--- src/rtl/core/csv_fs_pkg.sv ---
// Package for the CSV field splitter: result kinds, character codes and the
// result record type. Depends on nothing; used by every module of the block.
package csv_fs_pkg;

  typedef enum logic [1:0] {
    KIND_CONTENT    = 2'd0,
    KIND_FIELD_END  = 2'd1,
    KIND_RECORD_END = 2'd2
  } kind_e;

  localparam logic [7:0] CH_QUOTE = 8'h22;
  localparam logic [7:0] CH_COMMA = 8'h2C;
  localparam logic [7:0] CH_LF    = 8'h0A;
  localparam logic [7:0] CH_CR    = 8'h0D;

  typedef struct packed {
    kind_e      kind;
    logic [7:0] out_byte;
    logic [7:0] field_number;
  } result_t;

endpackage

--- src/rtl/core/csv_fs_parser.sv ---
// Quote state machine and field counter of the CSV field splitter.
// Depends on csv_fs_pkg; decides each accepted request combinationally.
module csv_fs_parser
  import csv_fs_pkg::*;
#(
  parameter int FIELD_INDEX_BITS = 8
) (
  input  logic       clk_i,
  input  logic       rst_ni,
  input  logic       fire_i,
  input  logic [7:0] in_byte_i,
  input  logic       line_end_i,
  output logic       emit_o,
  output result_t    result_o
);

  localparam int WideBits = (FIELD_INDEX_BITS > 8) ? FIELD_INDEX_BITS : 8;
  localparam logic [FIELD_INDEX_BITS-1:0] IndexMax = '1;

  logic                        in_quoted_q, in_quoted_d;
  logic                        quote_pending_q, quote_pending_d;
  logic                        record_done_q, record_done_d;
  logic [FIELD_INDEX_BITS-1:0] field_index_q, field_index_d;
  logic [WideBits-1:0]         index_wide;
  logic [7:0]                  shown;
  logic                        plain;
  kind_e                       kind;
  logic [7:0]                  content;

  always_comb begin
    index_wide = WideBits'(field_index_q);
    if (index_wide > WideBits'(255)) begin
      shown = 8'hFF;
    end else begin
      shown = index_wide[7:0];
    end
  end

  always_comb begin
    in_quoted_d     = in_quoted_q;
    quote_pending_d = quote_pending_q;
    record_done_d   = record_done_q;
    field_index_d   = field_index_q;
    emit_o          = 1'b0;
    kind            = KIND_CONTENT;
    content         = in_byte_i;
    plain           = 1'b0;
    if (line_end_i) begin
      emit_o          = !record_done_q;
      kind            = KIND_RECORD_END;
      in_quoted_d     = 1'b0;
      quote_pending_d = 1'b0;
      record_done_d   = 1'b0;
      field_index_d   = '0;
    end else if (!record_done_q) begin
      if (quote_pending_q) begin
        quote_pending_d = 1'b0;
        if (in_byte_i == CH_QUOTE) begin
          emit_o = 1'b1;
        end else begin
          in_quoted_d = 1'b0;
          plain       = 1'b1;
        end
      end else if (in_quoted_q) begin
        if (in_byte_i == CH_QUOTE) begin
          quote_pending_d = 1'b1;
        end else if (in_byte_i != CH_CR && in_byte_i != CH_LF) begin
          emit_o = 1'b1;
        end
      end else begin
        plain = 1'b1;
      end
    end
    if (plain) begin
      if (in_byte_i == CH_QUOTE) begin
        in_quoted_d = 1'b1;
      end else if (in_byte_i == CH_COMMA) begin
        emit_o = 1'b1;
        kind   = KIND_FIELD_END;
        if (field_index_q != IndexMax) begin
          field_index_d = field_index_q + 1'b1;
        end
      end else if (in_byte_i == CH_CR || in_byte_i == CH_LF) begin
        emit_o        = 1'b1;
        kind          = KIND_RECORD_END;
        record_done_d = 1'b1;
      end else begin
        emit_o = 1'b1;
      end
    end
    result_o.kind         = kind;
    result_o.out_byte     = (kind == KIND_CONTENT) ? content : 8'h00;
    result_o.field_number = shown;
  end

  always_ff @(posedge clk_i or negedge rst_ni) begin
    if (!rst_ni) begin
      in_quoted_q     <= 1'b0;
      quote_pending_q <= 1'b0;
      record_done_q   <= 1'b0;
      field_index_q   <= '0;
    end else if (fire_i) begin
      in_quoted_q     <= in_quoted_d;
      quote_pending_q <= quote_pending_d;
      record_done_q   <= record_done_d;
      field_index_q   <= field_index_d;
    end
  end

endmodule

--- src/rtl/core/csv_fs_outbuf.sv ---
// Result register with a skid entry for the CSV field splitter.
// Depends on csv_fs_pkg; lets a new request enter while a result waits.
module csv_fs_outbuf
  import csv_fs_pkg::*;
(
  input  logic    clk_i,
  input  logic    rst_ni,
  input  logic    push_i,
  input  result_t data_i,
  output logic    full_o,
  output logic    valid_o,
  input  logic    stall_i,
  output result_t data_o
);

  logic    main_v_q, skid_v_q;
  result_t main_q, skid_q;
  logic    pop;

  assign pop     = main_v_q && !stall_i;
  assign valid_o = main_v_q;
  assign data_o  = main_q;
  assign full_o  = skid_v_q;

  always_ff @(posedge clk_i or negedge rst_ni) begin
    if (!rst_ni) begin
      main_v_q <= 1'b0;
      skid_v_q <= 1'b0;
    end else if (skid_v_q) begin
      if (pop) begin
        skid_v_q <= 1'b0;
      end
    end else if (push_i) begin
      if (main_v_q && !pop) begin
        skid_v_q <= 1'b1;
      end else begin
        main_v_q <= 1'b1;
      end
    end else if (pop) begin
      main_v_q <= 1'b0;
    end
  end

  always_ff @(posedge clk_i) begin
    if (skid_v_q) begin
      if (pop) begin
        main_q <= skid_q;
      end
    end else if (push_i) begin
      if (main_v_q && !pop) begin
        skid_q <= data_i;
      end else begin
        main_q <= data_i;
      end
    end
  end

endmodule

--- src/rtl/core/csv_field_splitter_unit.sv ---
// Top level of the CSV field splitter: parser state machine feeding a
// result register with skid entry. Depends on csv_fs_pkg and both submodules.
//
//   channel | direction | handshake             | payload
//   in      | input     | in_valid_i/in_stall_o | in_byte_i, line_end_i
//   out     | output    | out_valid_o/out_stall_i | kind_o, out_byte_o, field_number_o
//
// One request is taken every cycle unless in_stall_o is high; its result, if any,
// is registered. The rate is set by the quote state update in the parser.
// Reset clears the quote state, the field counter and the result buffer.
// A stalled output fills the skid entry, after which the input is stalled.
module csv_field_splitter_unit
  import csv_fs_pkg::*;
#(
  parameter int FIELD_INDEX_BITS = 8
) (
  input  logic       clk_i,
  input  logic       rst_ni,
  input  logic       in_valid_i,
  output logic       in_stall_o,
  input  logic [7:0] in_byte_i,
  input  logic       line_end_i,
  output logic       out_valid_o,
  input  logic       out_stall_i,
  output logic [1:0] kind_o,
  output logic [7:0] out_byte_o,
  output logic [7:0] field_number_o
);

  logic    fire;
  logic    emit;
  logic    full;
  result_t result;
  result_t out_data;

  assign in_stall_o = full;
  assign fire       = in_valid_i && !in_stall_o;

  csv_fs_parser #(
    .FIELD_INDEX_BITS(FIELD_INDEX_BITS)
  ) u_parser (
    .clk_i     (clk_i),
    .rst_ni    (rst_ni),
    .fire_i    (fire),
    .in_byte_i (in_byte_i),
    .line_end_i(line_end_i),
    .emit_o    (emit),
    .result_o  (result)
  );

  csv_fs_outbuf u_outbuf (
    .clk_i  (clk_i),
    .rst_ni (rst_ni),
    .push_i (fire && emit),
    .data_i (result),
    .full_o (full),
    .valid_o(out_valid_o),
    .stall_i(out_stall_i),
    .data_o (out_data)
  );

  assign kind_o         = out_data.kind;
  assign out_byte_o     = out_data.out_byte;
  assign field_number_o = out_data.field_number;

  a_stall_needs_result : assert property (@(posedge clk_i) disable iff (!rst_ni)
    in_stall_o |-> out_valid_o)
    else $error("input stalled with no result waiting");

  a_no_push_when_full : assert property (@(posedge clk_i) disable iff (!rst_ni)
    full |-> !(fire && emit))
    else $error("result pushed into a full buffer");

  a_skid_drains : assert property (@(posedge clk_i) disable iff (!rst_ni)
    (full && !out_stall_i) |=> !full)
    else $error("skid entry not drained after output request");

  a_byte_zero : assert property (@(posedge clk_i) disable iff (!rst_ni)
    (out_valid_o && kind_o != KIND_CONTENT) |-> (out_byte_o == 8'h00))
    else $error("non-content result carries a byte");

endmodule

--- config.mk ---
export PLATFORM = sky130hd
export DESIGN_NAME = csv_field_splitter_unit
export DESIGN_NICKNAME = d
export VERILOG_FILES = /design/src/rtl/core/csv_fs_pkg.sv /design/src/rtl/core/csv_fs_parser.sv /design/src/rtl/core/csv_fs_outbuf.sv /design/src/rtl/core/csv_field_splitter_unit.sv
export SDC_FILE = /design/constraint.sdc
export NUM_CORES = 1
export LEC_CHECK = 0
export BUFFER_PORTS_ARGS = -buffer_cell sky130_fd_sc_hd__buf_2
export CAP_MARGIN = 20
export CORE_MARGIN = 2
export CORE_UTILIZATION = 40
export DETAILED_ROUTE_END_ITERATION = 8
export PLACE_DENSITY = 0.63
export SETUP_SLACK_MARGIN = 0.1
export SLEW_MARGIN = 20
export SYNTH_ARGS = -nofsm -noshare
export SYNTH_HDL_FRONTEND = slang
export SYNTH_SLANG_ARGS = --single-unit
--- constraint.sdc ---
create_clock -name clk_i -period 3.6 [get_ports clk_i]
set_clock_uncertainty 0.2 [all_clocks]
set_input_delay 0.54 -clock clk_i [delete_from_list [all_inputs] [get_ports clk_i]]
set_output_delay 0.54 -clock clk_i [all_outputs]
set_load 0.01 [all_outputs]
Word level (Yosys, flattened, before mapping):

Index checks and enable logic that the tools add are counted.

* eq/ne operators: 11
* mux-type cells: 52
* bitwise gates (word level): 1
* $lt $le $gt $ge: 1
* reduce and logical (&&, ||, !) cells: 17
* add/subtract/negate cells: 1

Operators with widths (number)
* 18-bit two-way mux: 4
* 8-bit two-way mux: 7
* 1-bit two-way mux: 36
* 8-bit by 4-bit == test with 1-bit output, second input constant: 2
* 8-bit by 6-bit == test with 1-bit output, second input constant: 2
* 8-bit by 4-bit != test with 1-bit output, second input constant: 2
* 2-bit two-way mux: 5
* 3-bit AND reduction: 3
* 8-bit by 1-bit adder with 8-bit output, second input constant: 1
* 8-bit > comparator, second input constant: 1
* 8-bit != test, second input constant: 1
* 2-bit != test, second input constant: 3
* 1-bit logical AND: 5
* 1-bit zero test: 4
* 2-bit nonzero test: 2
* 2-bit zero test: 1
* 2-bit by 1-bit != test with 1-bit output, second input constant: 1
* 2-bit AND reduction: 1
* 1-bit logical OR: 1
* 1-bit inverter: 1

* output and inout bits: 20
* register bits after elaboration: 49
* logic and storage cells: 95
* input bits: 13

Longest topological paths before layout:

Gate-level depths: netlist of the first run.

* word-level depth: 13
* mapped depth: 6
* gate-level depth less buffers: 5

Modules after synthesis:

A second synthesis of the first run with hierarchy kept.

* cells, all modules: 175
* area, all modules: 2376.0 sq um

By module, submodules not included
* csv_fs_outbuf: area an instance 1470.2 sq um, cells an instance 68, sequential area each 1131.1 sq um, times used 1
* csv_fs_parser: area an instance 890.9 sq um, cells an instance 105, sequential area each 275.3 sq um, times used 1
* csv_field_splitter_unit: area an instance 15.0 sq um, cells an instance 2, sequential area each 0.0 sq um, times used 1

Worst setup path after synthesis of the first run:

OpenSTA, ideal clock, no wires.

* kind: register -> register
* from: register u_outbuf.skid_v_q (netlist: u_outbuf.full_o)
* to: register u_outbuf.skid_q[0] (netlist bit) (enable)
* cell stages (with the launch flop): 6
* data required time: 2984 ps
* clock period less this slack: 2997 ps
* path buffers: 2
* arrival: 2381 ps
* path slack: 603 ps
* library setup time: 416 ps
* cells stage by stage: dfrtp_1 clkbuf_1 nor2b_1 clkbuf_1 nand2_1 nor3_1

* cells in the longest elaborated chain, start to end: 4
* elaborated cells on any way between the ends: 5
* those cells by class: bitwise: 1; reduce/logical: 4

Ends and longest elaborated chain
* start: declaration: line csv_fs_outbuf.sv:16 `logic main_v_q, skid_v_q;`
* start signal: assignment: line csv_fs_outbuf.sv:28 `skid_v_q <= 1'b0;`
* start signal: assignment: line csv_fs_outbuf.sv:31 `skid_v_q <= 1'b0;`
* start signal: assignment: line csv_fs_outbuf.sv:35 `skid_v_q <= 1'b1;`
* 1-bit zero test: line csv_field_splitter_unit.sv:37 `assign fire = in_valid_i && !in_stall_o;`
* 1-bit logical AND: line csv_field_splitter_unit.sv:37
* 1-bit logical AND: line csv_field_splitter_unit.sv:54 `.push_i (fire && emit),`
* 3-bit AND reduction (no source line) *
* end signal: assignment: line csv_fs_outbuf.sv:51 `skid_q <= data_i;`
* end: declaration: line csv_fs_outbuf.sv:17 `result_t main_q, skid_q;`

Every way passes the cells marked *; elsewhere a longest branch is shown, timed or not.
A chain may end at the register's enable or synchronous reset.

Worst setup path in the final report of the first run:

* from: register u_outbuf.skid_v_q (netlist: u_outbuf.full_o)
* to: register u_outbuf.main_q, in the netlist u_outbuf.data_o[2] (enable)

* cells in the longest elaborated chain, start to end: 5
* elaborated cells on any way between the ends: 7
* those cells by class: eq/ne: 2; reduce/logical: 5

Ends and longest elaborated chain
* 1-bit zero test: line csv_field_splitter_unit.sv:37
* 1-bit logical AND: line csv_field_splitter_unit.sv:37
* 1-bit logical AND: line csv_field_splitter_unit.sv:54
* 2-bit nonzero test (no source line)
* 3-bit AND reduction (no source line) *
* end signal: assignment: line csv_fs_outbuf.sv:47 `main_q <= skid_q;`
* end signal: assignment: line csv_fs_outbuf.sv:53 `main_q <= data_i;`
* end: declaration: line csv_fs_outbuf.sv:17

Marked as above.

==> results.json, run 1 <==
{
  "final_max_slew_viol_count": 0,
  "hold_class": "input port to flip-flop",
  "vias": 1753,
  "crit_path_end_kind": "flip-flop",
  "synth_xor_xnor_area_share_pct": 0,
  "regArea_mm2": 0.00141,
  "antenna_cells": 0,
  "power_density_mw_per_mm2": 664,
  "drv_cap": 0,
  "reg2reg_from": "u_outbuf.full_o",
  "ff2ff_setup_slack_ps": 1200,
  "path_cells": "buf_4 -> nand2b_1 -> o21ai_0 -> nand2_1 -> a31oi_2 -> buf_4",
  "cts_htree_levels": 2,
  "overflow": 0,
  "syn_to_final_growth_pct": 14.9,
  "syn-instance-count": 204,
  "yosysWarnings": 0,
  "synthTopCellsByArea": "edfxtp_1 (45%), dfrtp_1 (14%), nand2_1 (3.6%)",
  "holdBufCountCts": 1,
  "ant_nets": 0,
  "clk_path_buf_depth": 2,
  "status": "finished clean",
  "worst_r2r_path_depth": 6,
  "hpwl_um": 3380,
  "insertion_delay_ps": 300,
  "power.leakage_uw": 0.00106,
  "grt_usage_pct": 16.6,
  "multi_input_area_um2": 903,
  "drt_iter0_markers": 114,
  "path_max_fanout": 35,
  "crit_family": "simple AND/OR/NAND/NOR gates",
  "wl_um": 5060,
  "ys_seq_area_share_pct": 58.7,
  "async_flop_share_pct": 26.5,
  "syn_area_per_cell_um2": 11.8,
  "cp_data_arrival_time_ps": 2180,
  "grt_pass1_vias": 1580,
  "max_stage_delay_ps": 470,
  "fin_area_mm2": 0.00276,
  "drive_gt1_share_pct": 24.1,
  "antenna_found_initial": 0,
  "synth.most_common_cell": "edfxtp_1",
  "dieArea_mm2": 0.00663,
  "cts_resized": 0,
  "crit_type": "flip-flop to flip-flop",
  "grt_max_degree": 36,
  "internal_power_uw": 1240,
  "firstDrtPassIters": 4,
  "ir_worst_vdd_v": 0.000355,
  "die_h_um": 81.4,
  "rsz0062_at_grt": "no",
  "hold_path_depth": 3,
  "synth_area_mm2": 0.00240,
  "worst_slew_pin_slew_ps": 603,
  "synth-adder-area-share_pct": 0.522,
  "setup_tns_ps": 0,
  "placed_area_mm2": 0.00264,
  "clkSinkCount": 49,
  "place_ws_ps": 1130,
  "synth_top_area_share_pct": 45.1,
  "start_kind": "flip-flop",
  "finalSetupViolCount": 0,
  "crit_slowest_cell": "nand2b_1",
  "fill_cells": 528,
  "drc": 0,
  "swShare_pct": 32.5,
  "ios": 33,
  "synthMuxAreaShare_pct": 3.24,
  "clockPowerShare_pct": 21.0,
  "power_frac_seq_pct": 48.0,
  "post-route-min-period_ps": 2400,
  "placedCellCount": 303,
  "min_period_over_period_pct": 66.6,
  "synth.net_count": 218,
  "fin_nets": 250,
  "path_clk_slew_ps": 90,
  "cts_root_buf": "clkbuf_8",
  "synth_edf_count": 36,
  "cts_tree": "yes",
  "power.net_switching_uw": 594,
  "die_x_um": 81.4,
  "slew_headroom_pct": 59.8,
  "synth.top_cells.by_count": "edfxtp_1 (36), nand2_1 (23), dfrtp_1 (13), inv_1 (12), clkbuf_1 (10)",
  "cp_num_buf_inv": 2,
  "worstPathRequired_ps": 3380,
  "coreArea_mm2": 0.00585,
  "synthSimpleGateAreaFrac_pct": 17.7,
  "synth_top_family_by_area": "simple AND/OR/NAND/NOR gates",
  "viasPerCell": 5.62,
  "postCtsSetupBuffers": 0,
  "rr_endpoint": "u_outbuf.data_o[2]",
  "fmaxAchievable_ghz": 0.417,
  "holdWs_ps": 304,
  "ys.flop_type": "edfxtp_1",
  "hold_end": "u_outbuf.valid_o",
  "synth_largest_area_cell": "edfxtp_1",
  "numCtsBuffers": 5,
  "grt_first_pass_wirelength_um": 8160,
  "ys_ff_latch": 49,
  "yosysUniqueCellTypes": 53,
  "final_cell_count_no_fill": 312,
  "min-delay-start": "out_stall_i",
  "fin_ws_ps": 1200,
  "crit_path_frequent_cell": "buf_4",
  "wl_per_cell_um": 16.2,
  "p_comb_share_pct": 31.0,
  "port_buffers": 32,
  "gp_congestion": 0.795,
  "synth_compound_area_share_pct": 15.8,
  "placementRows": 28,
  "initial_utilization_pct": 41.0,
  "hold_violations": 0
}
[state kept, by name, indices dropped and copies added (netlist names)]
signal                    count
u_outbuf.data_o              18
u_outbuf.full_o               1
u_outbuf.skid_q              18
u_outbuf.valid_o              1
u_parser.field_index_q        8
u_parser.in_quoted_q          1
u_parser.quote_pending_q      1
u_parser.record_done_q        1
[cell usage in the layout, fill, tap and decap left out, types with 2 or more instances in the layout]
cell type  Yosys  final
nand2b_1       2      2
buf_2          1     32
o311ai_2       2      2
mux2_2         6      6
o41ai_1        3      3
nor3_1         8      7
nand2_1       23     23
nor4_1         2      2
a22o_1         5      5
buf_4          0      4
nor2_1         4      4
nand3_1        6      6
nor2b_1        7      7
o21ai_0        5      5
clkbuf_8       0      5
o31ai_1        2      2
a31oi_1        4      3
dfrtp_1       13     13
and2_1         5      5
a41oi_1        5      5
edfxtp_1      36     36
inv_1         12     12
nor3b_1        5      5
nand4_1        2      2
a21oi_1        7      7
[cell families (layout without fill, tap and decap cells)]
logic type / after synthesis / after routing
buf+inv: 24 / 57
simple gates: 75 / 75
compound gates: 48 / 48
fa+ha+maj: 1 / 1
mux: 7 / 7
flops: 49 / 49
[layer usage]
layer / vias up / global-route usage [%] / wire, um / part of all wire [%]
met5: - / 0 / 0 / 0
met4: 0 / 5.25 / 71 / 1.4
met3: 5 / 3.30 / 203 / 4.0
met2: 41 / 26.1 / 2360 / 47
met1: 857 / 23.1 / 2430 / 48
li1: 850 / - / - / -
[metrics by stage]
| stage | power (uW) | util, % |
|---|---|---|
| final | 1830 | 47.1 |
| after global routing | 1940 | 47.1 |
| after CTS | 1840 | 47.1 |
| after detailed placement | 1470 | 45.1 |
| after global placement | 1450 | 45.1 |
| after floorplan | 1250 | - |
[how the worst max path moves through the flow]
| stage | from | endpoint | slack, ps | cells past startpoint |
|---|---|---|---|---|
| floorplan | u_outbuf.full_o | u_outbuf.skid_q[0] | 600 | 5 |
| global placement | in_byte_i[0] | u_outbuf.skid_q[13] | 1150 | 6 |
| detailed placement | in_byte_i[0] | u_outbuf.skid_q[12] | 1130 | 6 |
| CTS | u_outbuf.full_o | u_outbuf.data_o[4] | 1200 | 6 |
| global route | u_outbuf.full_o | u_outbuf.data_o[16] | 1060 | 6 |
| finish | u_outbuf.full_o | u_outbuf.data_o[2] | 1200 | 6 |
[area by class of cell]
type	count	share of cell area, %
multi-input cells	131	32.8
flip-flops and latches	49	51.0
well taps	75	3.41
inverters	12	1.63
clock buffers	6	2.63
repair buffers	37	7.27
clock inverters	2	1.23
[worst min-delay path: stages]
cell and delay [ps]:
buf_2 100, o21ai_0 70, o31ai_1 60
[power by group through the flow]
stage,registers (uW),clock network [uW],logic [uW]
final,878,384,568
after floorplan,943,0,307
after global routing,894,416,631
after CTS,878,390,577
after global placement,887,0,568
after detailed placement,890,0,575
No activity file was read; power rests on OpenSTA's default activity.
==> run 2, diff against run 1 <==
==> constraint.sdc (replaced) <==
create_clock -name clk_i -period 2.3 [get_ports clk_i]
set_clock_uncertainty 0.2 [all_clocks]
set_input_delay 0.345 -clock clk_i [delete_from_list [all_inputs] [get_ports clk_i]]
set_output_delay 0.345 -clock clk_i [all_outputs]
set_load 0.01 [all_outputs]
==> run 2 against run 1 <==
  * Utilization grew 2.1 points
  * Cell count rose by 4.8%
  * Count of clock-buffer cells in the layout is 1 lower
  * Critical endpoint is now u_parser.field_index_q[5]
  * Highest routed layer unchanged
==> results.json, run 2 (synthesis results as in run 1) <==
{
  "drive_gt1_share_pct": 29.4,
  "hold_violations": 0,
  "grt_usage_pct": 16.4,
  "hold_class": "input port to flip-flop",
  "numCtsBuffers": 5,
  "wl_um": 4980,
  "dieArea_mm2": 0.00663,
  "max_stage_delay_ps": 560,
  "cp_num_buf_inv": 3,
  "vias": 1788,
  "grt_first_pass_wirelength_um": 8320,
  "grt_max_degree": 31,
  "min-delay-start": "out_stall_i",
  "firstDrtPassIters": 4,
  "port_buffers": 32,
  "crit_type": "input port to flip-flop",
  "ant_nets": 0,
  "worst_r2r_path_depth": 5,
  "reg2reg_from": "u_parser.field_index_q[0]",
  "die_x_um": 81.4,
  "hpwl_um": 3480,
  "viasPerCell": 5.47,
  "die_h_um": 81.4,
  "crit_path_end_kind": "flip-flop",
  "path_max_fanout": 9,
  "syn_to_final_growth_pct": 19.9,
  "finalSetupViolCount": 0,
  "ff2ff_setup_slack_ps": 280,
  "gp_congestion": 0.811,
  "rr_endpoint": "u_parser.field_index_q[5]",
  "status": "finished clean",
  "path_clk_slew_ps": 100,
  "cts_htree_levels": 2,
  "antenna_found_initial": 0,
  "drt_iter0_markers": 86,
  "crit_path_frequent_cell": "buf_4",
  "drc": 0,
  "overflow": 0,
  "cts_root_buf": "clkbuf_8",
  "antenna_cells": 0,
  "wl_per_cell_um": 15.2,
  "fin_ws_ps": 187,
  "power_density_mw_per_mm2": 971,
  "internal_power_uw": 1850,
  "coreArea_mm2": 0.00585,
  "fmaxAchievable_ghz": 0.473,
  "grt_pass1_vias": 1687,
  "start_kind": "input port",
  "min_period_over_period_pct": 91.9,
  "place_ws_ps": -203,
  "swShare_pct": 33.6,
  "cp_data_arrival_time_ps": 2100,
  "hold_end": "u_outbuf.valid_o",
  "final_core_util_pct": 49.1,
  "rsz0062_at_grt": "no",
  "ios": 33,
  "clockPowerShare_pct": 18.2,
  "post-route-min-period_ps": 2110,
  "placementRows": 28,
  "mostFrequentLayoutCells": "edfxtp_1 (36), buf_2 (32), nand2_1 (23)",
  "final_max_slew_viol_count": 0,
  "crit_family": "simple AND/OR/NAND/NOR gates",
  "path_cells": "buf_2 -> buf_4 -> buf_4 -> or4b_1 -> o32a_1 -> and3_4 -> a221o_1",
  "fin_nets": 265,
  "p_comb_share_pct": 32.7,
  "hold_path_depth": 3,
  "power.leakage_uw": 0.00113,
  "worstPathRequired_ps": 2290,
  "drv_cap": 0,
  "cts_tree": "yes",
  "slew_headroom_pct": 56.3,
  "crit_slowest_cell": "or4b_1",
  "layout_commonest_cell": "edfxtp_1",
  "clk_path_buf_depth": 2,
  "power_frac_seq_pct": 49.1,
  "initial_utilization_pct": 41.0,
  "worst_slew_pin_slew_ps": 656,
  "insertion_delay_ps": 300,
  "power.net_switching_uw": 937,
  "clkSinkCount": 49,
  "ir_worst_vdd_v": 0.000489
}
==> run 2: routing by layer <==
layer,up-vias,share of wire [%],global-route usage [%]
met5,-,0,0
met3,6,4.5,2.97
met2,41,46,25.5
li1,872,-,-
met4,0,1.5,5.08
met1,869,48,23.5
==> run 2: worst max path at each step <==
stage	startpoint	end	slack, ps	cells after the start
after floorplan	u_outbuf.full_o	u_outbuf.data_o[0]	120	6
after global placement	in_byte_i[1]	u_outbuf.skid_q[2]	-140	6
after detailed placement	in_byte_i[1]	u_outbuf.skid_q[0]	-200	6
after CTS	in_byte_i[1]	u_outbuf.skid_q[0]	120	6
after global routing	in_byte_i[0]	u_parser.field_index_q[5]	150	7
final	in_byte_i[0]	u_parser.field_index_q[5]	190	7
==> run 2: stage by stage <==
stage	area (um^2)	setup TNS (ps)	total power, uW	hold WS, ps	std cells
finish	2880	0	2790	131	327
detailed placement	2760	-4640	2310	68.8	317
floorplan	2430	0	1980	-151	204
CTS	2860	0	2820	121	326
global placement	2760	-2990	2290	63.8	317
global route	2880	0	2980	144	327
==> run 2: worst reg2reg max path: stages, from the launching register on <==
cell and delay, ps:
dfrtp_1 440, ha_1 220, nand2_1 80, o32a_1 460, and3_4 230, a221o_1 280
==> run 2: layout make-up <==
class | instances | area, um^2
multi-input cells | 131 | 918
repair buffers | 52 | 325
inverters | 12 | 45.0
clock buffers | 5 | 68.8
well taps | 75 | 93.8
clock inverters | 3 | 17.5
fillers | 521 | 2980
flip-flops and latches | 49 | 1410
==> run 2: power groups by stage <==
stage | logic (uW) | clock network [uW] | registers [uW]
detailed placement | 921 | 0 | 1390
CTS | 926 | 519 | 1370
global placement | 904 | 0 | 1390
floorplan | 512 | 0 | 1470
global route | 1030 | 547 | 1400
finish | 913 | 507 | 1370
==> run 2: timing repair <==
action	in CTS	in global routing
hold buffers	1	0
hold endpoints to repair	13	0
endpoints found under the setup margin	0	18
buffers inserted	0	1
resized for setup	0	0
==> run 3, diff against run 2 <==
--- a/config.mk
+++ b/config.mk
@@ -5,6 +5,7 @@
 export SDC_FILE = /design/constraint.sdc
 export NUM_CORES = 1
 export LEC_CHECK = 0
+export ABC_AREA = 1
 export BUFFER_PORTS_ARGS = -buffer_cell sky130_fd_sc_hd__buf_2
 export CAP_MARGIN = 20
 export CORE_MARGIN = 2
==> run 3 against run 2 <==
  * Routed wire length shrank 7.9%
  * Flip-flop and latch count is the same
  * Via count grew 1.3%
  * Die area grew 1.4%
  * First-iteration DRC count grew 1.2%
  * Sequential share of layout area grew 1.1 points
  * Utilization shrank 1.4 points
  * Cell area shrank 2.3%
  * Setup slack gained 200 ps
  * Sequential power shrank 9%
==> results.json, run 3 <==
{
  "synthTopCellsByArea": "edfxtp_1 (44%), dfrtp_1 (13%), nand2_1 (13%)",
  "antenna_cells": 0,
  "overflow": 0,
  "worst_slew_pin_slew_ps": 343,
  "crit_type": "flip-flop to flip-flop",
  "cp_data_arrival_time_ps": 1730,
  "syn_to_final_growth_pct": 15.5,
  "internal_power_uw": 1620,
  "synth.top_cells.by_count": "nand2_1 (86), edfxtp_1 (36), inv_1 (32), nor2_1 (28), nand3_1 (24)",
  "placementRows": 28,
  "ir_worst_vdd_v": 0.000325,
  "syn-instance-count": 273,
  "yosysWarnings": 0,
  "synth.net_count": 287,
  "hold_violations": 0,
  "ys.flop_type": "edfxtp_1",
  "clkSinkCount": 49,
  "power_density_mw_per_mm2": 847,
  "drc": 0,
  "mostFrequentLayoutCells": "nand2_1 (86), edfxtp_1 (36), inv_1 (32), buf_2 (32), nor2_1 (28)",
  "antenna_found_initial": 0,
  "path_clk_slew_ps": 90,
  "multi_input_area_um2": 870,
  "vias": 1812,
  "cts_tree": "yes",
  "synth_largest_area_cell": "edfxtp_1",
  "crit_path_frequent_cell": "nand2_1",
  "grt_pass1_vias": 1600,
  "min_period_over_period_pct": 83.2,
  "fin_nets": 327,
  "crit_path_end_kind": "flip-flop",
  "drv_cap": 0,
  "p_comb_share_pct": 26.5,
  "final_max_slew_viol_count": 0,
  "synth.most_common_cell": "nand2_1",
  "grt_max_degree": 32,
  "clockPowerShare_pct": 21.2,
  "drive_gt1_share_pct": 20.7,
  "async_flop_share_pct": 26.5,
  "power_frac_seq_pct": 52.3,
  "dieArea_mm2": 0.00672,
  "fmaxAchievable_ghz": 0.522,
  "die_x_um": 82.0,
  "ios": 33,
  "grt_usage_pct": 15.5,
  "fill_cells": 601,
  "post-route-min-period_ps": 1910,
  "ys_ff_latch": 49,
  "status": "finished clean",
  "path_cells": "inv_1 -> nand2_2 -> nand2_1 -> nor2_1 -> nand2_1 -> inv_1 -> nand3_1 -> nand2_1 -> nand2_1 -> nand2_1 -> buf_12",
  "coreArea_mm2": 0.00589,
  "die_h_um": 82.0,
  "clk_path_buf_depth": 2,
  "power.net_switching_uw": 759,
  "initial_utilization_pct": 41.3,
  "ys_seq_area_share_pct": 57.8,
  "power.leakage_uw": 0.00126,
  "synth_area_mm2": 0.00243,
  "path_max_fanout": 18,
  "port_buffers": 32,
  "rsz0062_at_grt": "no",
  "holdWs_ps": 106,
  "hpwl_um": 3470,
  "grt_first_pass_wirelength_um": 7700,
  "wl_um": 4580,
  "numCtsBuffers": 5,
  "drt_iter0_markers": 87,
  "synth_edf_count": 36,
  "hold_class": "input port to flip-flop",
  "firstDrtPassIters": 4,
  "cts_htree_levels": 2,
  "regArea_mm2": 0.00141,
  "max_stage_delay_ps": 410,
  "viasPerCell": 4.66,
  "finalSetupViolCount": 0,
  "start_kind": "flip-flop",
  "gp_congestion": 0.901,
  "insertion_delay_ps": 300,
  "ant_nets": 0,
  "slew_headroom_pct": 77.1,
  "worstPathRequired_ps": 2110,
  "wl_per_cell_um": 11.8,
  "syn_area_per_cell_um2": 8.91,
  "synth_top_area_share_pct": 44.4,
  "crit_slowest_cell": "dfrtp_1",
  "yosysUniqueCellTypes": 26,
  "layout_commonest_cell": "nand2_1",
  "setup_tns_ps": 0,
  "cts_root_buf": "clkbuf_8",
  "swShare_pct": 31.9
}
## run 3: cell count changes in the layout (fill, tap and decap cells not counted), moves of 5 or more
| cell | delta |
|---|---|
| nor2_1 | +24 |
| nor2_2 | +7 |
| nand2_1 | +63 |
| a41oi_1 | -5 |
| inv_1 | +20 |
| mux2_2 | -6 |
| o21ai_0 | +7 |
| nor2b_1 | -7 |
| a22o_1 | -5 |
| nand3_1 | +18 |
| buf_4 | -14 |
| nor3b_1 | -5 |
| nand2_2 | +5 |
| and2_1 | -5 |
## run 3: through the flow
stage,power (uW),utilization (%),worst slack [ps],cell area [um^2],cells
6_report,2380,47.7,386,2810,389
5_1_grt,2550,47.7,203,2810,389
4_1_cts,2420,47.7,386,2810,389
2_1_floorplan,1650,-,241,2430,273
3_5_place_dp,1910,46.0,243,2710,380
3_3_place_gp,1900,46.0,298,2710,380
## run 3: final cells by class
type                    count  area share (%)
clock buffers               5            2.45
clock inverters             3           0.757
inverters                  34            4.63
multi-input cells         185            30.9
flip-flops and latches     49            50.0
well taps                  75            3.34
repair buffers             38            7.84
## run 3: path summary, 6_finish.rpt
check | startpoint | endpoint | slack, ps | cells after the start
worst max-delay path | u_parser.quote_pending_q | u_outbuf.data_o[14] | 390 | 11
worst max register to register | u_parser.quote_pending_q | u_outbuf.data_o[14] | 390 | 11
worst min-delay path | out_stall_i | u_outbuf.valid_o | 110 | 3
min in group asynchronous | rst_ni | u_parser.field_index_q[7] | 280 | 2
max in group asynchronous | rst_ni | u_parser.in_quoted_q | 1370 | 2
worst min register to register | u_outbuf.skid_q[0] | u_outbuf.data_o[0] | 320 | 2
## run 3: worst max-delay path: cells and delay by family, from the launching register on
family,cells,cell delay (ps)
buf+inv,3,310
simple gates,8,710
flops,1,410
## run 3: routing by layer
layer / GRT usage (%) / vias to the layer above / part of all wire (%)
met1: 22.7 / 798 / 51
met3: 3.30 / 4 / 4.3
li1: - / 967 / -
met2: 22.0 / 43 / 43
met4: 6.67 / 0 / 1.4
met5: 0 / - / 0
## run 3: power groups by stage
stage | Combinational (uW) | Clock (uW) | Sequential, uW
2_1_floorplan | 307 | 0 | 1340
3_3_place_gp | 637 | 0 | 1260
3_5_place_dp | 640 | 0 | 1270
4_1_cts | 642 | 529 | 1250
5_1_grt | 723 | 557 | 1270
6_report | 631 | 504 | 1240
## run 3: cell families after synthesis
logic type	after synthesis	share of synthesized area, %
AND/OR/NAND/NOR	162	29.8
flip-flops	49	57.8
buffers and inverters	39	6.43
AO/OA/AOI/OAI	21	5.04
XOR/XNOR	1	0.360
adder cells (fa/ha/maj)	1	0.514
## run 3: what timing repair did
action                                 4_1_cts  5_1_grt
setup buffers                                0        0
gates resized for setup                      0        0
endpoints found under the hold margin       13        0
hold buffers                                 1        0
